**config.mk**
```make
export PLATFORM = sky130hd
export DESIGN_NAME = signed_int_to_decimal_chars
export DESIGN_NICKNAME = d
export VERILOG_FILES = /design/src/hdl/sidc_pkg.sv /design/src/hdl/sidc_ucode.sv /design/src/hdl/signed_int_to_decimal_chars.sv
export SDC_FILE = /design/constraint.sdc
export NUM_CORES = 1
export LEC_CHECK = 0
export BUFFER_PORTS_ARGS = -buffer_cell sky130_fd_sc_hd__buf_2
export CAP_MARGIN = 20
export CELL_PAD_IN_SITES_DETAIL_PLACEMENT = 1
export CELL_PAD_IN_SITES_GLOBAL_PLACEMENT = 2
export CORE_ASPECT_RATIO = 0.7
export CORE_MARGIN = 5
export CORE_UTILIZATION = 42
export DETAILED_ROUTE_END_ITERATION = 16
export PLACE_DENSITY_LB_ADDON = 0.1
export SETUP_SLACK_MARGIN = 0.05
export SLEW_MARGIN = 20
export SYNTH_ARGS = -nofsm -noshare
export SYNTH_HDL_FRONTEND = slang
export SYNTH_SLANG_ARGS = --single-unit
```
**constraint.sdc**
```tcl
create_clock -name clock -period 7.1 [get_ports clock]
set_input_delay 1.42 -clock clock [delete_from_list [all_inputs] [get_ports clock]]
set_output_delay 1.42 -clock clock [all_outputs]
set_load 0.02 [all_outputs]
```
**src/hdl/sidc_pkg.sv**
```systemverilog
// Types, constants and the control-store table for the signed integer to
// decimal text converter. No dependencies.
package sidc_pkg;

   localparam int MAG_WIDTH  = 32;
   localparam int NUM_DIGITS = 10;
   localparam int BCD_WIDTH  = 4 * NUM_DIGITS;
   localparam int CNT_WIDTH  = $clog2(MAG_WIDTH);
   localparam int NDIG_WIDTH = $clog2(NUM_DIGITS + 1);
   localparam int CODE_WIDTH = 6;

   localparam logic [CODE_WIDTH-1:0] CHAR_MINUS = 6'd45;
   localparam logic [CODE_WIDTH-1:0] CHAR_ZERO  = 6'd48;
   localparam logic [CODE_WIDTH-1:0] CHAR_NINE  = 6'd57;

   typedef enum logic [2:0] {
      STEP_IDLE,
      STEP_CONV,
      STEP_SKIP,
      STEP_SIGN,
      STEP_DIGIT
   } step_type;

   typedef enum logic [2:0] {
      OP_WAIT,
      OP_DABBLE,
      OP_SKIP,
      OP_SIGN,
      OP_DIGIT
   } op_type;

   typedef enum logic [2:0] {
      COND_ALWAYS,
      COND_GO,
      COND_CNT_NZ,
      COND_LEAD_ZERO,
      COND_MORE_DIGITS
   } cond_type;

   typedef struct packed {
      op_type   op;
      cond_type cond;
      step_type on_true;
      step_type on_false;
   } ucode_word_type;

   typedef struct packed {
      op_type op;
      logic   busy;
   } ctrl_type;

   typedef struct packed {
      logic go;
      logic cnt_nz;
      logic lead_zero;
      logic more_digits;
   } status_type;

   // Control store: one word per step.
   function automatic ucode_word_type ucode_rom(input step_type step);
      ucode_word_type word;
      case (step)
         STEP_IDLE:  word = '{OP_WAIT,   COND_GO,          STEP_CONV,  STEP_IDLE};
         STEP_CONV:  word = '{OP_DABBLE, COND_CNT_NZ,      STEP_CONV,  STEP_SKIP};
         STEP_SKIP:  word = '{OP_SKIP,   COND_LEAD_ZERO,   STEP_SKIP,  STEP_SIGN};
         STEP_SIGN:  word = '{OP_SIGN,   COND_ALWAYS,      STEP_DIGIT, STEP_DIGIT};
         STEP_DIGIT: word = '{OP_DIGIT,  COND_MORE_DIGITS, STEP_DIGIT, STEP_IDLE};
         default:    word = '{OP_WAIT,   COND_ALWAYS,      STEP_IDLE,  STEP_IDLE};
      endcase
      return word;
   endfunction

endpackage

```
**src/hdl/sidc_ucode.sv**
```systemverilog
// Microcode sequencer: step counter, control-store lookup, conditional jumps.
// Depends on sidc_pkg.
module sidc_ucode (
   input  logic                  clock,
   input  logic                  reset,
   input  sidc_pkg::status_type  status,
   output sidc_pkg::ctrl_type    ctrl
);
   import sidc_pkg::*;

   step_type       step_ff;
   step_type       step_in;
   ucode_word_type word;
   logic           cond_true;

   always_ff @(posedge clock) begin
      if (reset) begin
         step_ff <= STEP_IDLE;
      end else begin
         step_ff <= step_in;
      end
   end

   always_comb begin
      word = ucode_rom(step_ff);
      case (word.cond)
         COND_ALWAYS:      cond_true = 1'b1;
         COND_GO:          cond_true = status.go;
         COND_CNT_NZ:      cond_true = status.cnt_nz;
         COND_LEAD_ZERO:   cond_true = status.lead_zero;
         COND_MORE_DIGITS: cond_true = status.more_digits;
         default:          cond_true = 1'b0;
      endcase
      step_in   = cond_true ? word.on_true : word.on_false;
      ctrl.op   = word.op;
      ctrl.busy = (step_ff != STEP_IDLE);
   end

endmodule

```
**src/hdl/signed_int_to_decimal_chars.sv**
```systemverilog
// Top level of the signed 32-bit integer to decimal ASCII converter: datapath,
// result register and control register. Depends on sidc_pkg and sidc_ucode.
//
// Usage:
//   Request: drive req_value and pulse start while busy is low; the request
//   is taken at that edge. busy stays high while the number is converted and
//   its characters are formed, then drops so the next request can be taken.
//   Results: rsp_valid marks one character for exactly one cycle, with
//   rsp_char_code ('-' or '0'..'9') and rsp_last_char on the final one.
//   The receiver cannot stall; characters stream one per cycle.
//   Steps: the idle step, shift-and-add-3 binary to BCD over all 32
//   magnitude bits, a skip step that drops leading zeros (up to 9) and then
//   finds the leading digit, the sign step, then one digit step per digit.
//   Dropped zeros and emitted digits always add up to 10. busy is high
//   from the accepting edge until the last digit step, and the next request
//   can be taken in the cycle busy drops. Results appear in the cycle after
//   their step, through the output register.
//   Config: csr_output_enable is written when csr_valid and csr_ready are
//   both high; csr_ready is high while the block is idle. With output
//   disabled a request is taken and produces no characters.
//   Reset: synchronous, active high; returns to idle with output enabled.
module signed_int_to_decimal_chars (
   input  logic                                clock,
   input  logic                                reset,
   input  logic                                start,
   output logic                                busy,
   input  logic signed [sidc_pkg::MAG_WIDTH-1:0] req_value,
   output logic                                rsp_valid,
   output logic [sidc_pkg::CODE_WIDTH-1:0]     rsp_char_code,
   output logic                                rsp_last_char,
   input  logic                                csr_valid,
   output logic                                csr_ready,
   input  logic                                csr_output_enable
);
   import sidc_pkg::*;

   ctrl_type   ctrl;
   status_type status;

   // control register
   logic enable_ff;

   // datapath registers
   logic [MAG_WIDTH-1:0]  mag_ff,  mag_in;
   logic [BCD_WIDTH-1:0]  bcd_ff,  bcd_in;
   logic [CNT_WIDTH-1:0]  cnt_ff,  cnt_in;
   logic [NDIG_WIDTH-1:0] ndig_ff, ndig_in;
   logic                  neg_ff,  neg_in;

   // result register
   logic                  rsp_valid_ff, rsp_valid_in;
   logic [CODE_WIDTH-1:0] rsp_code_ff,  rsp_code_in;
   logic                  rsp_last_ff,  rsp_last_in;

   logic                  accept;
   logic [BCD_WIDTH-1:0]  bcd_adj;
   logic [3:0]            top_digit;

   sidc_ucode u_ucode (
      .clock  (clock),
      .reset  (reset),
      .status (status),
      .ctrl   (ctrl)
   );

   assign busy          = ctrl.busy;
   assign csr_ready     = !ctrl.busy;
   assign accept        = start && !ctrl.busy;
   assign top_digit     = bcd_ff[BCD_WIDTH-1 -: 4];
   assign rsp_valid     = rsp_valid_ff;
   assign rsp_char_code = rsp_code_ff;
   assign rsp_last_char = rsp_last_ff;

   // condition flags for the sequencer
   assign status.go          = accept && enable_ff;
   assign status.cnt_nz      = (cnt_ff != '0);
   assign status.more_digits = (ndig_ff != NDIG_WIDTH'(1));
   assign status.lead_zero   = (top_digit == 4'd0) && status.more_digits;

   always_ff @(posedge clock) begin
      if (reset) begin
         enable_ff <= 1'b1;
      end else if (csr_valid && csr_ready) begin
         enable_ff <= csr_output_enable;
      end
   end

   always_ff @(posedge clock) begin
      if (reset) begin
         rsp_valid_ff <= 1'b0;
      end else begin
         rsp_valid_ff <= rsp_valid_in;
      end
   end

   always_ff @(posedge clock) begin
      mag_ff      <= mag_in;
      bcd_ff      <= bcd_in;
      cnt_ff      <= cnt_in;
      ndig_ff     <= ndig_in;
      neg_ff      <= neg_in;
      rsp_code_ff <= rsp_code_in;
      rsp_last_ff <= rsp_last_in;
   end

   // add-3 correction on every BCD digit that is 5 or more
   always_comb begin
      for (int d = 0; d < NUM_DIGITS; d++) begin
         if (bcd_ff[4*d +: 4] >= 4'd5) begin
            bcd_adj[4*d +: 4] = bcd_ff[4*d +: 4] + 4'd3;
         end else begin
            bcd_adj[4*d +: 4] = bcd_ff[4*d +: 4];
         end
      end
   end

   always_comb begin
      mag_in       = mag_ff;
      bcd_in       = bcd_ff;
      cnt_in       = cnt_ff;
      ndig_in      = ndig_ff;
      neg_in       = neg_ff;
      rsp_valid_in = 1'b0;
      rsp_code_in  = rsp_code_ff;
      rsp_last_in  = 1'b0;
      case (ctrl.op)
         OP_WAIT: begin
            if (accept) begin
               neg_in  = req_value[MAG_WIDTH-1];
               // two's complement magnitude; the most negative value maps to 2^31
               mag_in  = req_value[MAG_WIDTH-1] ? (~req_value + 1'b1) : req_value;
               bcd_in  = '0;
               cnt_in  = CNT_WIDTH'(MAG_WIDTH - 1);
               ndig_in = NDIG_WIDTH'(NUM_DIGITS);
            end
         end
         OP_DABBLE: begin
            bcd_in = {bcd_adj[BCD_WIDTH-2:0], mag_ff[MAG_WIDTH-1]};
            mag_in = {mag_ff[MAG_WIDTH-2:0], 1'b0};
            cnt_in = cnt_ff - 1'b1;
         end
         OP_SKIP: begin
            if (status.lead_zero) begin
               bcd_in  = {bcd_ff[BCD_WIDTH-5:0], 4'd0};
               ndig_in = ndig_ff - 1'b1;
            end
         end
         OP_SIGN: begin
            rsp_valid_in = neg_ff;
            rsp_code_in  = CHAR_MINUS;
         end
         OP_DIGIT: begin
            rsp_valid_in = 1'b1;
            rsp_code_in  = CHAR_ZERO + {2'b00, top_digit};
            rsp_last_in  = !status.more_digits;
            bcd_in       = {bcd_ff[BCD_WIDTH-5:0], 4'd0};
            ndig_in      = ndig_ff - 1'b1;
         end
         default: begin
            rsp_valid_in = 1'b0;
         end
      endcase
   end

   // an enabled request always starts a conversion
   a_go_busy: assert property (@(posedge clock) disable iff (reset)
      (start && !busy && enable_ff) |=> busy)
      else $error("enabled request did not start conversion");

   // a disabled request produces nothing and leaves the block idle
   a_off_idle: assert property (@(posedge clock) disable iff (reset)
      (start && !busy && !enable_ff) |=> (!busy && !rsp_valid))
      else $error("disabled request was not dropped");

   // the last character is shown as the sequencer returns to idle
   a_last_idle: assert property (@(posedge clock) disable iff (reset)
      (rsp_valid && rsp_last_char) |-> !busy)
      else $error("last character without end of request");

   // a character that is not the last one is always followed by more work
   a_more_busy: assert property (@(posedge clock) disable iff (reset)
      (rsp_valid && !rsp_last_char) |-> busy)
      else $error("request ended before its last character");

   // only a minus sign or a decimal digit ever leaves the block
   a_char_set: assert property (@(posedge clock) disable iff (reset)
      rsp_valid |-> (rsp_char_code == CHAR_MINUS ||
                     (rsp_char_code >= CHAR_ZERO && rsp_char_code <= CHAR_NINE)))
      else $error("character code out of range");

endmodule
```
# Word-level counts from Yosys, hierarchy flattened
# Cells that the tools add are included.
[word_totals]
regBits = 94
inputBits = 37
wordCells = 96
[classes]
order_cmp = 10
n_eq_ne = 15
n_addsub = 14
n_reduce_logical = 20
bitwise = 1
mux = 26
[ops]
columns = ["op", "n"]
rows = [
  ["40-bit one-hot mux with 4 select lines", 1],
  ["40-bit two-way mux", 2],
  ["32-bit two-way mux", 2],
  ["32-bit one-hot mux with 2 select lines", 1],
  ["12-bit one-hot mux with 5 select lines", 1],
  ["4-bit two-way mux", 11],
  ["4-bit by 3-bit greater-or-equal comparator with 1-bit output, second input constant", 10],
  ["4-bit by 2-bit adder with 4-bit output, second input constant", 9],
  ["32-bit by 1-bit adder with 32-bit output, second input constant", 1],
  ["32-bit NOT", 1],
  ["3-bit by 2-bit equality test with 1-bit output, second input constant", 6],
  ["4-bit one-hot mux with 3 select lines", 1],
  ["6-bit one-hot mux with 2 select lines", 1],
  ["5-bit one-hot mux with 2 select lines", 1],
  ["3-bit by 1-bit equality test with 1-bit output, second input constant", 3],
  ["3-bit equality test, second input constant", 3],
  ["3-bit logical NOT", 3],
  ["5-bit by 5-bit adder with 6-bit output, first input constant", 1],
  ["3-bit two-way mux", 2],
  ["3-bit AND reduction", 2],
  ["3-bit nonzero test", 2],
  ["5-bit two-way mux", 1],
  ["1-bit one-hot mux with 5 select lines", 1],
  ["5-bit nonzero test", 1],
  ["13 further kinds", 19],
]

# Longest topological paths before layout
[logic_depth]
ltp_word = 6
mapped_depth = 7

# Hierarchy
# Synthesis repeated with hierarchy kept, for this count alone.
[hier_totals]
cells_unflattened = 563
area_unflattened_um2 = 5587.9
[by_module_without_submodules]
columns = ["mod", "cells_each", "n_inst", "area_each_um2"]
rows = [
  ["signed_int_to_decimal_chars", 546, 1, 5421.4],
  ["sidc_ucode", 17, 1, 166.4],
]

# Worst setup path before layout
# Ideal clock, no wire load.
[synth_timing]
path_type = "input to register"
from = "input port start"
to = "register bcd_ff[0] (enable)"
arrival_time_ns = 4.535
required_ns = 6.600
path_stages = 2
setup_slack_ns = 2.065
setup_time_ns = 0.500
path_cell_list = "nor2_1 -> o32ai_1"
[synth_via]
elab_chain_cells = 3
[synth_lines]
columns = ["element", "line", "rtl"]
rows = [
  ["from (decl)", "signed_int_to_decimal_chars.sv:25", "input logic start,"],
  ["1-bit logical AND", "signed_int_to_decimal_chars.sv:68", "assign accept = start && !ctrl.busy;"],
  ["2-bit != test (no line)", "--", ""],
  ["3-bit AND reduction (no line)", "--", ""],
  ["to (signal assigned)", "signed_int_to_decimal_chars.sv:98", "bcd_ff <= bcd_in;"],
  ["to (decl)", "signed_int_to_decimal_chars.sv:45", "logic [BCD_WIDTH-1:0] bcd_ff, bcd_in;"],
]
# No other way between the ends.
# A chain may end at the register's enable or synchronous reset.

# Worst setup path after layout
[layout_timing]
from = "input port req_value[0] in the netlist's numbering"
to = "register mag_ff[26], data pin"
[layout_via]
elab_chain_cells = 5
[layout_lines]
columns = ["element", "line", "rtl"]
rows = [
  ["from (decl)", "signed_int_to_decimal_chars.sv:27", "input logic signed [sidc_pkg::MAG_WIDTH-1:0] req_value,"],
  ["32-bit NOT", "signed_int_to_decimal_chars.sv:131", "mag_in = req_value[MAG_WIDTH-1] ? (~req_value + 1'b1) : req_value;"],
  ["32-bit by 1-bit adder with 32-bit output", "signed_int_to_decimal_chars.sv:131", ""],
  ["32-bit two-way mux", "signed_int_to_decimal_chars.sv:131", ""],
  ["32-bit two-way mux", "signed_int_to_decimal_chars.sv:128", "if (accept) begin"],
  ["32-bit one-hot mux with 2 select lines", "signed_int_to_decimal_chars.sv:126", "case (ctrl.op)"],
  ["via mag_in[26]", "signed_int_to_decimal_chars.sv:44", "logic [MAG_WIDTH-1:0] mag_ff, mag_in;"],
  ["to (signal assigned)", "signed_int_to_decimal_chars.sv:97", "mag_ff <= mag_in;"],
  ["to (decl)", "signed_int_to_decimal_chars.sv:44", ""],
]
# The timed path passes the listed nets, and every way through them passes these cells. The select of a mux whose other input is x is not followed.

==> summary.md <==
| Metric | Value |
|---|---|
| Status | finished, final reports clean |
| Crit Path Max Fanout | 8 |
| Yosys cell types | 48 |
| GPL Wtd Cong | 0.753 |
| Met2 WL | 5.76 mm |
| Post-layout minimum cycle time | 3.42 ns |
| Largest cells by area after synthesis | edfxtp_1, o21ai_0, ha_1, nand2_1, xor2_1 |
| Syn_area_per_cell | 10.1 um2 |
| Seq/Total Area, Yosys | 0.493 |
| Final Power | 2480 uW |
| Final max-slew violation count | 0 |
| Rel. slew slack | 0.353 |
| Post-synthesis instance total | 548 |
| Top cells by count, synth | edfxtp_1, o21ai_0, nand2_1 |
| Post-CTS Setup Inserts | 0 |
| Synth async-reset ratio | 0 |
| Critical Path Source Type | input pin |
| Worst setup EP type | flop |
| Fin. Hold Viols | 0 |
| FF/Latch Area | 0.00273 mm2 |
| Switching Fraction | 0.379 |
| Reg2Reg Depth | 5 |
| Starting density of the core | 0.424 |
| Synth Cell Area | 0.00554 mm2 |
| # setup viols final | 0 |
| P&R area growth vs syn | 13.1% |
| Data arrival time of the critical path | 3.49 ns |
| CTS tree | done |
| Vias per cell | about 5.5 |
| Critical path origin | req_value[0] |
| Placed cell area | 0.00594 mm2 |
| Vias in the first global route | 4278 |
| CP Class | in2reg |
| Top cell type's share of synthesized area | 0.472 |
| Synth area leader | edfxtp_1 |
| Clk buf depth | 2 |
| Pin count of the biggest net entering global routing | 55 |
| Initial antenna violation count | 0 |
| Static leakage | 0.00231 uW |
| Count leader, synth | edfxtp_1 |
| Fin area | 0.00627 mm2 |
| Hold depth | 2 |
| Worst slew pin tran | 0.971 ns |
| WL per Instance | 17.1 um |
| Die X | between 100 and 150 um |
| CTS H-Tree Depth | 3 |
| WL met3 | 451 um |
| Internal power | 1540 uW |
| Area of the multi-input gates | 0.00263 mm2 |
| Clock skew | 0.00729 ns |
| GRT Util Overall | 0.172 |
| Layout cells sized above 1 | 0.129 |
| Final nets | 648 |
| Max Freq | 292 MHz |
| Clock sink total | 93 |
| Quantity of I/O buffers inserted on ports | 45 |
| Filler cell count | 1490 |
| Share of total power in combinational logic | 0.343 |
| 1st-pass router iterations | 5 |
| Congestion Overflow GR | 0 |
| Final Routed Wirelength | about 13 mm |
| # rows | 35 |
| Core area | 0.0131 mm2 |
| Vias | 4179 |
| Peak supply drop | 0.139 mV |
| Total Die Area | between 0.015 and 0.02 mm2 |
| Ant diodes | 0 |
| Clock buffer count from CTS | 9 |
| Clock share of power | 0.214 |
| Reg2Reg Launch Point | u_ucode.step_ff[0]$_SDFF_PP0_ |
| Final worst path period share | 0.482 |
| Synth warn | 0 |
| Antenna Nets Post-Route | 0 |
| Max-cap viol count | 0 |
| Top Ports | 47 |
| First-pass GRT wire length | 21.9 mm |
| End of the worst register-to-register path | mag_ff[19]$_DFFE_PP_ |
| Post-synth EDFFs | between 80 and 90 |
| Met1 wire length | 6.64 mm |
| Part of the power in registers | 0.444 |
| Post-route DRC | 0 |
| WP data required | approximately 7.2 ns |
| HPWL Detailed | 8.78 mm |
| #FFs+latches synth | 93 |
| CTS root buf | clkbuf_16 |
| Clk Latency, worst-skew pair | approximately 0.34 ns |
| Post-CTS Resized | 0 |
| Ys flop type | edfxtp_1 |
| RSZ-0062 raised after global routing | false |
| Reg clk slew, reported paths | 0.07 ns |
| Syn_nets | 611 |
| Hold/Removal Path Class | reg2reg |
| Pwr Density | 397 mW/mm2 |
| Iter 0 DRT Violations | 173 |
| Net switching power | approximately 940 uW |
| Setup TNS | 0 ns |
| R2R Setup Slk | 4.37 ns |
| Max Used Layer | met4 |
| Crit path capture | mag_ff[26]$_DFFE_PP_ |
| Die H | 106 um |
| # hold bufs at CTS | 0 |
[worst min-delay path by stage]
stage	start	end
final	mag_ff[11]$_DFFE_PP_	mag_ff[12]$_DFFE_PP_
after global routing	mag_ff[2]$_DFFE_PP_	mag_ff[3]$_DFFE_PP_
after CTS	mag_ff[15]$_DFFE_PP_	mag_ff[16]$_DFFE_PP_
after detailed placement	mag_ff[31]$_DFFE_PP_	bcd_ff[0]$_DFFE_PP_
after global placement	mag_ff[8]$_DFFE_PP_	mag_ff[9]$_DFFE_PP_
after floorplan	mag_ff[30]$_DFFE_PP_	mag_ff[31]$_DFFE_PP_
[power by group through the flow]
stage          clock, uW  combinational, uW  sequential, uW
2_1_floorplan          0                650            1050
3_3_place_gp           0                824            1100
3_5_place_dp           0                862            1110
4_1_cts              544                868            1100
5_1_grt              567                982            1140
6_report             531                851            1100
[state kept, by name, indices dropped and copies added (netlist names)]
name             cells
bcd_ff              40
rsp_last_char        1
cnt_ff               5
u_ucode.step_ff      3
ndig_ff              4
mag_ff              32
neg_ff               1
rsp_char_code        5
enable_ff            1
rsp_valid            1
[routing by layer]
metal  GRT usage  vias up
li1            -     2060
met1       0.247     2067
met2       0.268       50
met3      0.0388        2
met4      0.0326        0
met5           0        -
[cell type report]
cell class / instances / area share
flip-flops and latches: 93 / 0.436
multi-input cells: 402 / 0.420
clock buffers: 11 / 0.0421
repair buffers: 48 / 0.0395
well taps: 166 / 0.0331
inverters: 31 / 0.0186
clock inverters: 5 / 0.0104
[worst max-delay path, cell delays in order]
cell and delay (ns):
buf_2 0.12, inv_1 0.08, ha_1 0.16, nor3b_1 0.72, nand4b_4 0.27, o41ai_1 0.42, xor2_1 0.20, a21oi_1 0.09
[cell families after synthesis]
kind of cell	Yosys count	share of synthesized area
AO/OA/AOI/OAI	155	0.169
XOR/XNOR	46	0.0728
adder cells (fa/ha/maj)	26	0.0587
buffers and inverters	53	0.0368
flip-flops	93	0.493
multiplexers	1	0.00181
other	1	0.000677
AND/OR/NAND/NOR	173	0.167
[metrics by stage]
step	util	std cells	hold WS, ns	worst slack (ns)
detailed placement	0.455	740	0.513	3.38
CTS	0.480	756	0.529	3.69
floorplan	-	548	0.493	2.06
finish	0.480	756	0.525	3.68
global route	0.480	756	0.552	3.48
global placement	0.455	740	0.500	3.46
[cells in the final DEF, fill, tap and decap left out, drive strengths merged, types with 4 or more instances in the layout]
| cell | count |
|---|---|
| a21oi | 42 |
| a22o | 9 |
| buf | 48 |
| clkbuf | 11 |
| dfxtp | 6 |
| edfxtp | 87 |
| ha | 26 |
| inv | 32 |
| nand2 | 66 |
| nand2b | 13 |
| nand3 | 5 |
| nor2 | 31 |
| nor2b | 5 |
| nor3 | 8 |
| nor3b | 15 |
| nor4 | 6 |
| o21ai | 67 |
| o31ai | 13 |
| o41ai | 10 |
| or3 | 5 |
| or4 | 4 |
| xnor2 | 19 |
| xor2 | 27 |
No activity file was read; power rests on OpenSTA's default activity.
